`src/csp_pkg.sv`:
```
// ----------------------------------------------------------------------------
// csp_pkg
// Shared types, codes and constants of the click stroke line painter.
// ----------------------------------------------------------------------------
`default_nettype none

package csp_pkg;

  // Default canvas geometry
  localparam int unsigned DEF_CANVAS_WIDTH  = 256;
  localparam int unsigned DEF_CANVAS_HEIGHT = 128;

  // Window layout in screen coordinates, relative to the origin registers
  localparam int unsigned CANVAS_LEFT  = 8;
  localparam int unsigned CANVAS_TOP   = 32;
  localparam int unsigned PALETTE_GAP  = 4;
  localparam int unsigned PALETTE_ROWS = 12;

  // Palette band right edges, in canvas x
  localparam int unsigned BAND_BLACK = 20;
  localparam int unsigned BAND_RED   = 44;
  localparam int unsigned BAND_BLUE  = 68;
  localparam int unsigned BAND_GREEN = 92;

  localparam logic [31:0] COLOR_BLACK = 32'hFF00_0000;
  localparam logic [31:0] COLOR_RED   = 32'hFFE7_4C3C;
  localparam logic [31:0] COLOR_BLUE  = 32'hFF34_98DB;
  localparam logic [31:0] COLOR_GREEN = 32'hFF2E_CC71;

  // Configuration port
  localparam int unsigned CFG_IDX_W  = 4;
  localparam int unsigned CFG_DATA_W = 12;
  localparam logic [CFG_IDX_W-1:0] CFG_ORIGIN_X = 4'd0;
  localparam logic [CFG_IDX_W-1:0] CFG_ORIGIN_Y = 4'd1;

  typedef enum logic [1:0] {
    ACT_CLICK = 2'd0,
    ACT_READ  = 2'd1,
    ACT_CLEAR = 2'd2,
    ACT_BRUSH = 2'd3
  } action_e;

  typedef enum logic [2:0] {
    STAT_IGNORED = 3'd0,
    STAT_PALETTE = 3'd1,
    STAT_PAINTED = 3'd2,
    STAT_READ    = 3'd3,
    STAT_CLEARED = 3'd4,
    STAT_BRUSH   = 3'd5
  } status_e;

  typedef enum logic [1:0] {
    CLK_NONE,
    CLK_PALETTE,
    CLK_PAINT
  } click_e;

  typedef enum logic [2:0] {
    FSM_IDLE,
    FSM_LINE,
    FSM_CLEAR,
    FSM_READ,
    FSM_DONE
  } fsm_e;

  typedef struct packed {
    click_e      kind;
    logic [31:0] brush;
  } click_t;

  typedef struct packed {
    action_e     action;
    logic [11:0] pos_x;
    logic [11:0] pos_y;
    logic [31:0] color;
  } in_item_t;

  typedef struct packed {
    status_e     status;
    logic [31:0] pixel_color;
    logic [31:0] brush_color;
  } out_item_t;

endpackage

`default_nettype wire

```
`src/csp_chan_if.sv`:
```
// ----------------------------------------------------------------------------
// csp_chan_if
// Valid/ready channel carrying one payload per transaction.
// ----------------------------------------------------------------------------
`default_nettype none

interface csp_chan_if #(
  parameter type payload_t = logic
) ();
  logic     valid;
  logic     ready;
  payload_t data;

  modport source (output valid, output data, input ready);
  modport sink   (input valid, input data, output ready);
endinterface

`default_nettype wire

```
`src/click_stroke_line_painter_core.sv`:
```
// ----------------------------------------------------------------------------
// click_stroke_line_painter_core
// Canvas painter: palette picks, thick-point Bresenham strokes, clear, read, set brush.
// ----------------------------------------------------------------------------
// Usage:
//   in_i carries one action per transaction (click, read pixel, clear canvas,
//   set brush); out_o returns exactly one result per accepted transaction, in
//   order. cfg_we_i/cfg_idx_i/cfg_data_i write the window origin registers;
//   write them only while the block is idle.
// Throughput: one item at a time; in_i.ready is high only when the
//   sequencer is idle. Brush, palette and ignored items go from the idle
//   state through the done state to the output register, a read also
//   passes the read state (registered canvas RAM read), a paint makes three
//   clipped pixel writes per line point through the single RAM write port,
//   a clear writes the whole canvas at one RAM word per cycle.
// Reset: brush goes black, the stroke point is forgotten and the origins go
//   to zero. The canvas RAM is not initialized; read a pixel only after a
//   clear or a paint has written it.
// Stall: the result sits in the output register until out_o.ready; the next
//   item may be taken meanwhile and waits in the done state for the slot.
// ----------------------------------------------------------------------------
`default_nettype none

module click_stroke_line_painter_core import csp_pkg::*; #(
  parameter int unsigned CANVAS_WIDTH  = DEF_CANVAS_WIDTH,
  parameter int unsigned CANVAS_HEIGHT = DEF_CANVAS_HEIGHT
) (
  input  wire logic                 clk_i,
  input  wire logic                 rst_ni,
  csp_chan_if.sink                  in_i,
  csp_chan_if.source                out_o,
  input  wire logic                 cfg_we_i,
  input  wire logic [CFG_IDX_W-1:0] cfg_idx_i,
  input  wire logic [CFG_DATA_W-1:0] cfg_data_i
);

  localparam int unsigned XW    = $clog2(CANVAS_WIDTH);
  localparam int unsigned YW    = $clog2(CANVAS_HEIGHT);
  localparam int unsigned DEPTH = CANVAS_WIDTH * CANVAS_HEIGHT;
  localparam int unsigned AW    = $clog2(DEPTH);

  fsm_e          state_q, state_d;
  logic [11:0]   origin_x_q, origin_y_q;
  logic [31:0]   brush_q, brush_d;
  logic          prev_valid_q, prev_valid_d;
  logic [XW-1:0] prev_x_q, prev_x_d;
  logic [YW-1:0] prev_y_q, prev_y_d;
  logic [AW-1:0] clr_q, clr_d;
  logic [31:0]   clr_color_q, clr_color_d;
  out_item_t     res_q, res_d;
  out_item_t     out_q, out_d;
  logic          out_valid_q, out_valid_d;

  in_item_t      item;
  logic          in_fire;
  click_t        click;
  logic [XW-1:0] cx;
  logic [YW-1:0] cy;
  logic          rd_in_range;

  logic          line_start, line_busy, line_wr_en;
  logic [AW-1:0] line_wr_addr;

  logic          ram_we, ram_re;
  logic [AW-1:0] ram_waddr, ram_raddr;
  logic [31:0]   ram_wdata, ram_rdata;

  assign item    = in_i.data;
  assign in_i.ready = (state_q == FSM_IDLE);
  assign in_fire = in_i.valid && in_i.ready;

  // Click geometry against the current window origin
  csp_click_dec #(
    .CANVAS_WIDTH (CANVAS_WIDTH),
    .CANVAS_HEIGHT(CANVAS_HEIGHT)
  ) u_click_dec (
    .origin_x_i(origin_x_q),
    .origin_y_i(origin_y_q),
    .pos_x_i   (item.pos_x),
    .pos_y_i   (item.pos_y),
    .click_o   (click),
    .cx_o      (cx),
    .cy_o      (cy)
  );

  // Stroke engine; a first click draws a zero-length line, i.e. one thick point
  csp_line #(
    .CANVAS_WIDTH (CANVAS_WIDTH),
    .CANVAS_HEIGHT(CANVAS_HEIGHT)
  ) u_line (
    .clk_i    (clk_i),
    .rst_ni   (rst_ni),
    .start_i  (line_start),
    .x0_i     (prev_valid_q ? prev_x_q : cx),
    .y0_i     (prev_valid_q ? prev_y_q : cy),
    .x1_i     (cx),
    .y1_i     (cy),
    .busy_o   (line_busy),
    .wr_en_o  (line_wr_en),
    .wr_addr_o(line_wr_addr)
  );

  // Canvas storage
  csp_ram #(
    .WIDTH(32),
    .DEPTH(DEPTH)
  ) u_canvas (
    .clk_i  (clk_i),
    .we_i   (ram_we),
    .waddr_i(ram_waddr),
    .wdata_i(ram_wdata),
    .re_i   (ram_re),
    .raddr_i(ram_raddr),
    .rdata_o(ram_rdata)
  );

  assign rd_in_range = (item.pos_x < 12'(CANVAS_WIDTH)) && (item.pos_y < 12'(CANVAS_HEIGHT));
  assign ram_raddr   = AW'(item.pos_y[YW-1:0]) * AW'(CANVAS_WIDTH) + AW'(item.pos_x[XW-1:0]);
  assign ram_re      = in_fire && (item.action == ACT_READ) && rd_in_range;

  // Write port: clear sweep owns it in the clear state, stroke engine otherwise
  assign ram_we    = (state_q == FSM_CLEAR) || line_wr_en;
  assign ram_waddr = (state_q == FSM_CLEAR) ? clr_q : line_wr_addr;
  assign ram_wdata = (state_q == FSM_CLEAR) ? clr_color_q : brush_q;

  always_comb begin
    state_d      = state_q;
    brush_d      = brush_q;
    prev_valid_d = prev_valid_q;
    prev_x_d     = prev_x_q;
    prev_y_d     = prev_y_q;
    clr_d        = clr_q;
    clr_color_d  = clr_color_q;
    res_d        = res_q;
    out_d        = out_q;
    out_valid_d  = out_valid_q && !out_o.ready;
    line_start   = 1'b0;

    unique case (state_q)
      FSM_IDLE: begin
        if (in_fire) begin
          res_d.status      = STAT_IGNORED;
          res_d.pixel_color = '0;
          state_d           = FSM_DONE;
          unique case (item.action)
            ACT_CLICK: begin
              if (click.kind == CLK_PALETTE) begin
                brush_d      = click.brush;
                res_d.status = STAT_PALETTE;
              end else if (click.kind == CLK_PAINT) begin
                line_start   = 1'b1;
                prev_valid_d = 1'b1;
                prev_x_d     = cx;
                prev_y_d     = cy;
                res_d.status = STAT_PAINTED;
                state_d      = FSM_LINE;
              end
            end
            ACT_READ: begin
              if (rd_in_range) begin
                res_d.status = STAT_READ;
                state_d      = FSM_READ;
              end
            end
            ACT_CLEAR: begin
              clr_d        = '0;
              clr_color_d  = item.color;
              res_d.status = STAT_CLEARED;
              state_d      = FSM_CLEAR;
            end
            ACT_BRUSH: begin
              brush_d      = item.color;
              res_d.status = STAT_BRUSH;
            end
            default: ;
          endcase
          res_d.brush_color = brush_d;
        end
      end
      FSM_LINE: begin
        // the last pixel write leaves the engine in the cycle busy drops
        if (!line_busy) begin
          state_d = FSM_DONE;
        end
      end
      FSM_CLEAR: begin
        clr_d = clr_q + AW'(1);
        if (clr_q == AW'(DEPTH - 1)) begin
          state_d = FSM_DONE;
        end
      end
      FSM_READ: begin
        res_d.pixel_color = ram_rdata;
        state_d           = FSM_DONE;
      end
      FSM_DONE: begin
        // hold the result until the output slot frees up
        if (!out_valid_q || out_o.ready) begin
          out_d       = res_q;
          out_valid_d = 1'b1;
          state_d     = FSM_IDLE;
        end
      end
      default: state_d = FSM_IDLE;
    endcase
  end

  always_ff @(posedge clk_i or negedge rst_ni) begin
    if (!rst_ni) begin
      state_q      <= FSM_IDLE;
      brush_q      <= COLOR_BLACK;
      prev_valid_q <= 1'b0;
      prev_x_q     <= '0;
      prev_y_q     <= '0;
      clr_q        <= '0;
      out_valid_q  <= 1'b0;
      origin_x_q   <= '0;
      origin_y_q   <= '0;
    end else begin
      state_q      <= state_d;
      brush_q      <= brush_d;
      prev_valid_q <= prev_valid_d;
      prev_x_q     <= prev_x_d;
      prev_y_q     <= prev_y_d;
      clr_q        <= clr_d;
      out_valid_q  <= out_valid_d;
      if (cfg_we_i) begin
        unique case (cfg_idx_i)
          CFG_ORIGIN_X: origin_x_q <= cfg_data_i;
          CFG_ORIGIN_Y: origin_y_q <= cfg_data_i;
          default: ;
        endcase
      end
    end
  end

  always_ff @(posedge clk_i) begin
    clr_color_q <= clr_color_d;
    res_q       <= res_d;
    out_q       <= out_d;
  end

  assign out_o.valid = out_valid_q;
  assign out_o.data  = out_q;

endmodule

`default_nettype wire

```
`src/csp_ram.sv`:
```
// ----------------------------------------------------------------------------
// csp_ram
// Generic simple dual-port RAM: one write port, one registered read port.
// ----------------------------------------------------------------------------
`default_nettype none

module csp_ram #(
  parameter int unsigned WIDTH = 32,
  parameter int unsigned DEPTH = 2,
  localparam int unsigned AW   = $clog2(DEPTH)
) (
  input  wire logic             clk_i,
  input  wire logic             we_i,
  input  wire logic [AW-1:0]    waddr_i,
  input  wire logic [WIDTH-1:0] wdata_i,
  input  wire logic             re_i,
  input  wire logic [AW-1:0]    raddr_i,
  output logic      [WIDTH-1:0] rdata_o
);

  logic [WIDTH-1:0] mem [DEPTH];

  always_ff @(posedge clk_i) begin
    if (we_i) begin
      mem[waddr_i] <= wdata_i;
    end
    if (re_i) begin
      rdata_o <= mem[raddr_i];
    end
  end

endmodule

`default_nettype wire

```
`src/csp_click_dec.sv`:
```
// ----------------------------------------------------------------------------
// csp_click_dec
// Map a screen click to a palette pick, a canvas point or nothing.
// ----------------------------------------------------------------------------
`default_nettype none

module csp_click_dec import csp_pkg::*; #(
  parameter int unsigned CANVAS_WIDTH  = DEF_CANVAS_WIDTH,
  parameter int unsigned CANVAS_HEIGHT = DEF_CANVAS_HEIGHT,
  localparam int unsigned XW = $clog2(CANVAS_WIDTH),
  localparam int unsigned YW = $clog2(CANVAS_HEIGHT)
) (
  input  wire logic [11:0]   origin_x_i,
  input  wire logic [11:0]   origin_y_i,
  input  wire logic [11:0]   pos_x_i,
  input  wire logic [11:0]   pos_y_i,
  output click_t             click_o,
  output logic      [XW-1:0] cx_o,
  output logic      [YW-1:0] cy_o
);

  localparam int unsigned SW = 15;
  localparam logic signed [SW-1:0] LEFT_S  = SW'(CANVAS_LEFT);
  localparam logic signed [SW-1:0] TOP_S   = SW'(CANVAS_TOP);
  localparam logic signed [SW-1:0] PROW_S  = SW'(CANVAS_TOP + CANVAS_HEIGHT + PALETTE_GAP);
  localparam logic signed [SW-1:0] ROWS_S  = SW'(PALETTE_ROWS);
  localparam logic signed [SW-1:0] W_S     = SW'(CANVAS_WIDTH);
  localparam logic signed [SW-1:0] H_S     = SW'(CANVAS_HEIGHT);
  localparam logic signed [SW-1:0] B0_S    = SW'(BAND_BLACK);
  localparam logic signed [SW-1:0] B1_S    = SW'(BAND_RED);
  localparam logic signed [SW-1:0] B2_S    = SW'(BAND_BLUE);
  localparam logic signed [SW-1:0] B3_S    = SW'(BAND_GREEN);

  logic signed [SW-1:0] sx, sy, ox, oy, cx, cy, prow;
  logic                 pal_row, in_canvas;

  assign sx   = $signed({3'b000, pos_x_i});
  assign sy   = $signed({3'b000, pos_y_i});
  assign ox   = $signed({3'b000, origin_x_i});
  assign oy   = $signed({3'b000, origin_y_i});
  assign cx   = sx - ox - LEFT_S;
  assign cy   = sy - oy - TOP_S;
  assign prow = oy + PROW_S;

  assign pal_row   = (sy >= prow) && (sy < prow + ROWS_S);
  assign in_canvas = (cx >= 0) && (cy >= 0) && (cx < W_S) && (cy < H_S);

  assign cx_o = cx[XW-1:0];
  assign cy_o = cy[YW-1:0];

  always_comb begin
    click_o.kind  = CLK_NONE;
    click_o.brush = COLOR_BLACK;
    if (pal_row) begin
      // palette strip wins over the canvas; a click left of the strip picks black
      click_o.kind = CLK_PALETTE;
      if (cx < B0_S) begin
        click_o.brush = COLOR_BLACK;
      end else if (cx < B1_S) begin
        click_o.brush = COLOR_RED;
      end else if (cx < B2_S) begin
        click_o.brush = COLOR_BLUE;
      end else if (cx < B3_S) begin
        click_o.brush = COLOR_GREEN;
      end else begin
        click_o.kind = CLK_NONE;
      end
    end else if (in_canvas) begin
      click_o.kind = CLK_PAINT;
    end
  end

endmodule

`default_nettype wire

```
`src/csp_line.sv`:
```
// ----------------------------------------------------------------------------
// csp_line
// Bresenham stepper that emits three clipped pixel writes per line point.
// ----------------------------------------------------------------------------
`default_nettype none

module csp_line import csp_pkg::*; #(
  parameter int unsigned CANVAS_WIDTH  = DEF_CANVAS_WIDTH,
  parameter int unsigned CANVAS_HEIGHT = DEF_CANVAS_HEIGHT,
  localparam int unsigned XW = $clog2(CANVAS_WIDTH),
  localparam int unsigned YW = $clog2(CANVAS_HEIGHT),
  localparam int unsigned AW = $clog2(CANVAS_WIDTH * CANVAS_HEIGHT)
) (
  input  wire logic          clk_i,
  input  wire logic          rst_ni,
  input  wire logic          start_i,
  input  wire logic [XW-1:0] x0_i,
  input  wire logic [YW-1:0] y0_i,
  input  wire logic [XW-1:0] x1_i,
  input  wire logic [YW-1:0] y1_i,
  output logic               busy_o,
  output logic               wr_en_o,
  output logic      [AW-1:0] wr_addr_o
);

  localparam int unsigned EW = ((XW > YW) ? XW : YW) + 3;
  localparam logic [1:0] PH_CENTER = 2'd0;
  localparam logic [1:0] PH_RIGHT  = 2'd1;
  localparam logic [1:0] PH_BELOW  = 2'd2;

  logic                 busy_q, busy_d;
  logic [1:0]           phase_q, phase_d;
  logic [XW-1:0]        xa_q, xa_d, xb_q, xb_d;
  logic [YW-1:0]        ya_q, ya_d, yb_q, yb_d;
  logic signed [EW-1:0] dx_q, dx_d, dy_q, dy_d, err_q, err_d;
  logic                 stx_neg_q, stx_neg_d, sty_neg_q, sty_neg_d;
  logic                 wr_en_q, wr_en_d;
  logic [AW-1:0]        wr_addr_q, wr_addr_d;

  logic signed [EW-1:0] x0s, x1s, y0s, y1s, dx_s, dy_s, twice;
  logic [XW:0]          px;
  logic [YW:0]          py;

  assign x0s = $signed({{(EW-XW){1'b0}}, x0_i});
  assign x1s = $signed({{(EW-XW){1'b0}}, x1_i});
  assign y0s = $signed({{(EW-YW){1'b0}}, y0_i});
  assign y1s = $signed({{(EW-YW){1'b0}}, y1_i});
  assign dx_s = (x1s > x0s) ? (x1s - x0s) : (x0s - x1s);
  assign dy_s = (y1s > y0s) ? (y1s - y0s) : (y0s - y1s);

  assign px    = {1'b0, xa_q} + {{XW{1'b0}}, (phase_q == PH_RIGHT)};
  assign py    = {1'b0, ya_q} + {{YW{1'b0}}, (phase_q == PH_BELOW)};
  assign twice = err_q <<< 1;

  always_comb begin
    busy_d    = busy_q;
    phase_d   = phase_q;
    xa_d      = xa_q;
    ya_d      = ya_q;
    xb_d      = xb_q;
    yb_d      = yb_q;
    dx_d      = dx_q;
    dy_d      = dy_q;
    err_d     = err_q;
    stx_neg_d = stx_neg_q;
    sty_neg_d = sty_neg_q;
    // clip the right and lower neighbors at the canvas edge
    wr_en_d   = busy_q && (px < (XW+1)'(CANVAS_WIDTH)) && (py < (YW+1)'(CANVAS_HEIGHT));
    wr_addr_d = AW'(py[YW-1:0]) * AW'(CANVAS_WIDTH) + AW'(px[XW-1:0]);

    if (start_i) begin
      busy_d    = 1'b1;
      phase_d   = PH_CENTER;
      xa_d      = x0_i;
      ya_d      = y0_i;
      xb_d      = x1_i;
      yb_d      = y1_i;
      dx_d      = dx_s;
      dy_d      = dy_s;
      err_d     = dx_s - dy_s;
      stx_neg_d = !(x0_i < x1_i);
      sty_neg_d = !(y0_i < y1_i);
    end else if (busy_q) begin
      if (phase_q != PH_BELOW) begin
        phase_d = phase_q + 2'd1;
      end else begin
        phase_d = PH_CENTER;
        if ((xa_q == xb_q) && (ya_q == yb_q)) begin
          busy_d = 1'b0;
        end else begin
          err_d = err_q - ((twice > -dy_q) ? dy_q : '0) + ((twice < dx_q) ? dx_q : '0);
          if (twice > -dy_q) begin
            xa_d = stx_neg_q ? (xa_q - XW'(1)) : (xa_q + XW'(1));
          end
          if (twice < dx_q) begin
            ya_d = sty_neg_q ? (ya_q - YW'(1)) : (ya_q + YW'(1));
          end
        end
      end
    end
  end

  always_ff @(posedge clk_i or negedge rst_ni) begin
    if (!rst_ni) begin
      busy_q  <= 1'b0;
      phase_q <= PH_CENTER;
      wr_en_q <= 1'b0;
    end else begin
      busy_q  <= busy_d;
      phase_q <= phase_d;
      wr_en_q <= wr_en_d;
    end
  end

  always_ff @(posedge clk_i) begin
    xa_q      <= xa_d;
    ya_q      <= ya_d;
    xb_q      <= xb_d;
    yb_q      <= yb_d;
    dx_q      <= dx_d;
    dy_q      <= dy_d;
    err_q     <= err_d;
    stx_neg_q <= stx_neg_d;
    sty_neg_q <= sty_neg_d;
    wr_addr_q <= wr_addr_d;
  end

  assign busy_o    = busy_q;
  assign wr_en_o   = wr_en_q;
  assign wr_addr_o = wr_addr_q;

endmodule

`default_nettype wire

```
`src/flat_wrapper.sv`:
```
// flat-port wrapper written by rule: the top's interface ports become plain ports
module click_stroke_line_painter_core_flat import csp_pkg::*;
#(
  parameter int unsigned CANVAS_WIDTH  = DEF_CANVAS_WIDTH,
  parameter int unsigned CANVAS_HEIGHT = DEF_CANVAS_HEIGHT
)
  (clk_i, rst_ni, cfg_we_i, cfg_idx_i, cfg_data_i, in_i_valid, in_i_data, in_i_ready, out_o_valid, out_o_data, out_o_ready);
  csp_chan_if in_i_i ();
  csp_chan_if out_o_i ();
  input  wire logic clk_i;
  input  wire logic rst_ni;
  input  wire logic cfg_we_i;
  input  wire logic [CFG_IDX_W-1:0] cfg_idx_i;
  input  wire logic [CFG_DATA_W-1:0] cfg_data_i;
  input wire logic [$bits(in_i_i.valid)-1:0] in_i_valid;
  input wire logic [$bits(in_i_i.data)-1:0] in_i_data;
  output wire logic [$bits(in_i_i.ready)-1:0] in_i_ready;
  output wire logic [$bits(out_o_i.valid)-1:0] out_o_valid;
  output wire logic [$bits(out_o_i.data)-1:0] out_o_data;
  input wire logic [$bits(out_o_i.ready)-1:0] out_o_ready;
  assign in_i_i.valid = in_i_valid;
  assign in_i_i.data = in_i_data;
  assign in_i_ready = in_i_i.ready;
  assign out_o_valid = out_o_i.valid;
  assign out_o_data = out_o_i.data;
  assign out_o_i.ready = out_o_ready;
  click_stroke_line_painter_core #(.CANVAS_WIDTH(CANVAS_WIDTH), .CANVAS_HEIGHT(CANVAS_HEIGHT)) u_core (.clk_i(clk_i), .rst_ni(rst_ni), .in_i(in_i_i), .out_o(out_o_i), .cfg_we_i(cfg_we_i), .cfg_idx_i(cfg_idx_i), .cfg_data_i(cfg_data_i));
endmodule
```
`config.mk`:
```
export PLATFORM = sky130hd
export DESIGN_NAME = click_stroke_line_painter_core_flat
export DESIGN_NICKNAME = d
export VERILOG_FILES = /design/src/csp_pkg.sv /design/src/csp_chan_if.sv /design/src/click_stroke_line_painter_core.sv /design/src/csp_ram.sv /design/src/csp_click_dec.sv /design/src/csp_line.sv /design/src/flat_wrapper.sv
export SDC_FILE = /design/constraint.sdc
export NUM_CORES = 1
export LEC_CHECK = 0
export ABC_AREA = 0
export BUFFER_PORTS_ARGS = -buffer_cell sky130_fd_sc_hd__buf_2
export CORE_MARGIN = 3
export CORE_UTILIZATION = 63
export DETAILED_ROUTE_END_ITERATION = 8
export GPL_TIMING_DRIVEN = 1
export HOLD_SLACK_MARGIN = 0.08
export PLACE_DENSITY = 0.81
export SLEW_MARGIN = 20
export SYNTH_ARGS = -nofsm -noshare
export SYNTH_HDL_FRONTEND = slang
export SYNTH_SLANG_ARGS = --single-unit
```
`constraint.sdc`:
```
create_clock -name clk_i -period 6.85 [get_ports clk_i]
set_clock_uncertainty 0.2 [all_clocks]
set_input_delay 0.685 -clock clk_i [delete_from_list [all_inputs] [get_ports clk_i]]
set_output_delay 0.685 -clock clk_i [all_outputs]
set_load 0.02 [all_outputs]
```
Yosys cells after proc, flatten, opt, wreduce, memory -nomap -nowiden:

Cells that the tools add are included.

* latch bits: 0
* RAM bits: 0
* memories: 0
* input port bits: 22
* output and inout port bits: 3
* bits in read-only memories: 0
* register bits after elaboration: 161

* bitwise operators: 1
* div/mod/pow operators: 0
* add/subtract/negate cells: 20
* multiply operators: 0
* shifts and indexed selects: 0
* reduce and logical (&&, ||, !) cells: 26
* magnitude comparators: 16
* equal/unequal tests: 17
* mux-type cells: 54

Operator list (number)
* 2-to-1 mux 11 bit: 8
* 2-to-1 mux 32 bit: 2
* 2-to-1 mux 8 bit: 7
* 2-to-1 mux 7 bit: 7
* 2-to-1 mux 24 bit: 2
* 2-to-1 mux 22 bit: 2
* >= comparator 14 x 1 -> 1 bit, second input constant: 2
* < comparator 14 x 8 -> 1 bit, second input constant: 2
* subtractor 1 x 12 -> 13 bit, first input constant: 2
* subtractor 11 bit: 2
* 2-to-1 mux 3 bit: 6
* subtractor 8 x 8 -> 9 bit: 2
* AND reduction 4 bit: 4
* subtractor 7 x 7 -> 8 bit: 2
* adder 15 x 1 -> 15 bit, second input constant: 1
* equality test 15 bit, second input constant: 1
* one-hot mux 3 bit (5 select lines): 1
* adder 13 x 4 -> 14 bit, second input constant: 1
* < comparator 1 x 14 -> 1 bit, first input constant: 1
* < comparator 14 x 10 -> 1 bit, second input constant: 1
* < comparator 14 x 6 -> 1 bit, second input constant: 1
* < comparator 14 x 7 -> 1 bit, second input constant: 1
* < comparator 14 x 9 -> 1 bit, second input constant: 1
* 2-to-1 mux 1 bit: 14
* 37 further kinds: 61

Longest topological paths before layout:

* depth in word-level cells: 15
* depth in mapped cells: 22
* gate-level depth less buffers: 20

By module:

Synthesis repeated with hierarchy kept, for this count alone.

* cell total of the unflattened synthesis: 1199
* area, all modules: 11437.2 um^2

By module, submodules not included
* csp_line: area each 6522.5 um^2, times used 1, seq. area each 2172.1 um^2, cells each 663
* csp_click_dec: area each 2895.3 um^2, times used 1, seq. area each 0.0 um^2, cells each 408
* click_stroke_line_painter_core: area each 2019.4 um^2, times used 1, seq. area each 1161.1 um^2, cells each 128

Least setup slack after synthesis:

OpenSTA, ideal clock, no wires.

* path kind: register to register
* start: register u_core.u_line.dy_q[4]
* end: register u_core.u_line.err_q[9] (data pin)
* library setup time: 0.268 ns
* path buffers: 0
* arrival: 4.602 ns
* path slack: 1.781 ns
* cell stages (with the launch flop): 19
* clock period less this slack: 5.069 ns
* data required time: 6.382 ns
* cells stage by stage: edfxtp_1 > nor4_1 > nand2_1 > o21bai_1 > ha_1 > a21o_1 > a2111oi_0 > o211a_1 > nor2_1 > and2_1 > fa_1 > inv_1 > ha_1 > a21oi_1 > nor2b_1 > o21a_1 > o41ai_1 > o21ai_0 > xnor3_1

* longest elaborated chain between the ends: 9

RTL lines
* start, declared: RTL line csp_line.sv:35 `logic signed [EW-1:0] dx_q, dx_d, dy_q, dy_d, err_q, err_d;`
* start signal, assigned: RTL line csp_line.sv:121 `dy_q <= dy_d;`
* negation 11 bit: RTL line csp_line.sv:91 `err_d = err_q - ((twice > -dy_q) ? dy_q : '0) + ((twice < dx_q) ? dx_q : '0);`
* > comparator 11 bit: RTL line csp_line.sv:91
* 2-to-1 mux 11 bit (*): RTL line csp_line.sv:91
* subtractor 11 bit (*): RTL line csp_line.sv:91
* adder 11 bit (*): RTL line csp_line.sv:91
* 2-to-1 mux 11 bit (*): RTL line csp_line.sv:88 `if ((xa_q == xb_q) && (ya_q == yb_q)) begin`
* 2-to-1 mux 11 bit (*): RTL line csp_line.sv:84 `if (phase_q != PH_BELOW) begin`
* 2-to-1 mux 11 bit (*): RTL line csp_line.sv:83 `end else if (busy_q) begin`
* 2-to-1 mux 11 bit (*): RTL line csp_line.sv:71 `if (start_i) begin`
* named net u_core.u_line.err_d[9]: RTL line csp_line.sv:35
* end signal, assigned: RTL line csp_line.sv:122 `err_q <= err_d;`
* end, declared: RTL line csp_line.sv:35

The timed path passes the listed nets; every way through them passes the cells marked *. The select of a mux whose other input is x is not followed.
A chain may end at the register's enable or synchronous reset.

Worst setup path after layout:

Same ends and word-level chain as after synthesis.

==> impl_metrics.ini <==
[setup_path]
startpoint = u_core.u_line.dy_q[4]$_DFFE_PP_
crit_slowest_cell = a2111oi_0
cp_num_buf_inv = 1
required_ps = 6780
cp.arrival_ps = 5680
cp_common_cell = ha_1
crit_type = reg2reg
start_kind = register
cpLargestDelayFamily = compound AO/OA/AOI/OAI gates
cp_max_fo = 6
crit_chain = nor4_1, nand2_1, o21bai_1, ha_1, a21o_1, a2111oi_0, a221o_1, nor2_1, and2_1, fa_1, inv_1, ha_1, a21oi_1, nor2b_1, o21a_1, o41ai_1, o21ai_0, xnor3_1
r2r_start = u_core.u_line.dy_q[4]$_DFFE_PP_
slowest_delay_ps = 570
cp-end-kind = register

[drt]
drtIter0Drc = 261
remaining_drc_errors = 0
vias_per_cell = 5.46
firstDrtPassIters = 5
vias = 4651
routedWlPerCell_um = 15.2
postRouteAntennaNets = 0
wl_um = 13000

[finish]
num-nets-final = 820
finalNonFillerCells = 852
drive_gt1_frac = 0.0955
diodes = 0
syn_to_final_growth_pct = 6.30
finalCoreUtilization = 0.688
finalInstanceArea_sq_um = 7500

[logic_synthesis]
yosys-top-cells-area = edfxtp_1 (26%), dfrtp_1 (13%), ha_1 (13%)
synth-seq-area-share = 0.395
synth_top_area_frac = 0.260
synth_top_area_cell = edfxtp_1
syn_area_sq_um = 7050
ys_async_sr_fraction = 0.384
ys_ff_latch = 99
synth_common_cells = inv_1 (110), ha_1 (76), edfxtp_1 (61)
ys_warn_count = 0
synth_cell_types = 67
avgSynthCellArea_sq_um = 10.4
synth-edff-count = 61
synth_most_common_cell = inv_1
synthCells = 675
ys.flop_type = edfxtp_1

[min_path]
worstHoldStart = u_core.prev_y_q[5]$_DFFE_PN0P_
hold_path.class = reg2reg

[cts]
postCtsHoldBufs = 0
clk_latency_ps = 370
ctsResizeCount = 0
clockRootBuffer = clkbuf_8
cts.sinks = 99
clkTransAtPathRegs_ps = 100
cts_buffers = 9
postCtsSetupBuffers = 0
cts_htree_levels = 3
clockBufferDepth = 2
cts_tree = yes

[run_status]
status = finished, final reports clean

[timing]
fin_crit_sh = 0.839
tns_ps = 0
fin_crit_ps = 5750
drv_slew = 0
finalSetupViolCount = 0
relSlewSlack = 0.411
setup_slack_ps = 1100
rsz0062_at_grt = no
tightestPinTransition_ps = 884
finalHoldViolCount = 0
fmax_ghz = 0.174
fin_hold_ws_ps = 181

[global_route]
track_usage = 0.216
grt_pass1_wl_um = 21900
grt-ovfl-total = 0
grt_max_degree = 39
first_global_vias = 4847
antenna_found_initial = 0

[placement]
hpwl_um = 10400
place_area_sq_um = 7310
place_congestion = 0.966
post-place-cells = 836
io_buffers = 19
dp_slack_ps = 1110

[run]
drv_cap = 0

[power_and_ir_drop]
p_leak_nw = 3.57
p_per_area_nw_per_um2 = 537
total_power_mw = 4.02
ir_worst_vdd_mv = 0.385

[floorplanning]
die_x_um = 112
die_h_um = 112
start_util = 0.648
row_count = 38
core_area_sq_um = 10900
design.portCount = 25
dieArea_sq_um = 12500
==> cells by family (layout without fill, tap and decap cells) <==
group | after synthesis | after routing | share of synthesized area
simple gates | 114 | 114 | 0.0807
other cells | 1 | 34 | 0.000532
buf+inv | 143 | 147 | 0.0807
xor+xnor | 67 | 67 | 0.0852
fa+ha+maj | 91 | 91 | 0.177
mux | 36 | 36 | 0.0568
compound gates | 124 | 124 | 0.124
flops | 99 | 99 | 0.395
==> cell type report <==
class	instances	area, sq um
repair buffers	21	110
flip-flops and latches	99	2780
clock buffers	9	124
clock inverters	7	62.6
multi-input cells	466	3830
fillers	794	3390
inverters	110	413
well taps	140	175
==> worst paths after layout <==
| check | to | cells past startpoint | slack [ps] |
|---|---|---|---|
| max reg2reg | u_core.u_line.err_q[9]$_DFFE_PP_ | 18 | 1100 |
| min reg2reg | u_core.prev_y_q[5]$_DFFE_PN0P_ | 0 | 180 |
| max in group asynchronous | u_core.origin_x_q[4]$_DFFE_PN0P_ | 1 | 5740 |
| max | u_core.u_line.err_q[9]$_DFFE_PP_ | 18 | 1100 |
| min | u_core.prev_y_q[5]$_DFFE_PN0P_ | 0 | 180 |
| min in group asynchronous | u_core.state_q[0]$_DFFE_PN0P_ | 1 | 200 |
==> sequential cells by signal, summed over array words and instances (netlist names) <==
| register | count |
|---|---|
| u_core.state_q | 2 |
| u_core.u_line.dx_q | 9 |
| u_core.prev_x_q | 8 |
| u_core.u_line.xa_q | 8 |
| u_core.u_line.busy_o | 1 |
| u_core.u_line.yb_q | 7 |
| u_core.u_line.sty_neg_q | 1 |
| u_core.res_q | 1 |
| u_core.u_line.dy_q | 8 |
| u_core.origin_y_q | 7 |
| u_core.u_line.xb_q | 8 |
| u_core.prev_y_q | 7 |
| u_core.u_line.phase_q | 2 |
| u_core.brush_q | 1 |
| u_core.out_o.data | 1 |
| u_core.u_line.err_q | 10 |
| u_core.u_line.stx_neg_q | 1 |
| u_core.origin_x_q | 8 |
| u_core.prev_valid_q | 1 |
| u_core.u_line.ya_q | 7 |
| u_core.out_o.valid | 1 |
==> worst register-to-register path, delay by kind of cell (launching register included) <==
family,cells,cell delay (ps)
AND/OR/NAND/NOR,5,1030
flip-flops,1,460
AO/OA/AOI/OAI,8,2290
XOR/XNOR,1,360
adder cells (fa/ha/maj),3,1130
buffers and inverters,1,50
==> layout by cell type, fill, tap and decap left out, types with 8 or more instances in the layout <==
cell type / Yosys / routed
inv_1: 110 / 110
fa_1: 15 / 15
and2_1: 8 / 8
a21oi_1: 31 / 31
edfxtp_1: 61 / 61
clkbuf_8: 2 / 9
xnor2_1: 39 / 39
nand3_1: 8 / 8
mux2i_1: 16 / 16
xor2_1: 27 / 27
a21o_1: 23 / 23
dfrtp_1: 38 / 38
ha_1: 76 / 76
mux2_2: 18 / 18
conb_1: 1 / 34
o21ai_0: 11 / 11
nor4_1: 9 / 9
nand2_1: 41 / 41
o21bai_1: 11 / 11
nor2_1: 15 / 15
nor3_1: 9 / 8
buf_2: 1 / 19
o21a_1: 10 / 10
==> report_power, final <==
part,leakage (nW),internal (mW),total [mW],switching [mW]
Combinational,2.40,1.20,2.64,1.44
Sequential,1.08,0.924,1.03,0.103
Clock,0.0855,0.138,0.356,0.218
Total,3.57,2.26,4.02,1.76
==> metal layers <==
metal | global-route usage | share of wire
met5 | 0 | 0
met4 | 0.0827 | 0.028
met3 | 0.0304 | 0.033
met2 | 0.380 | 0.50
met1 | 0.270 | 0.44
(Power assumes the default switching activity.)
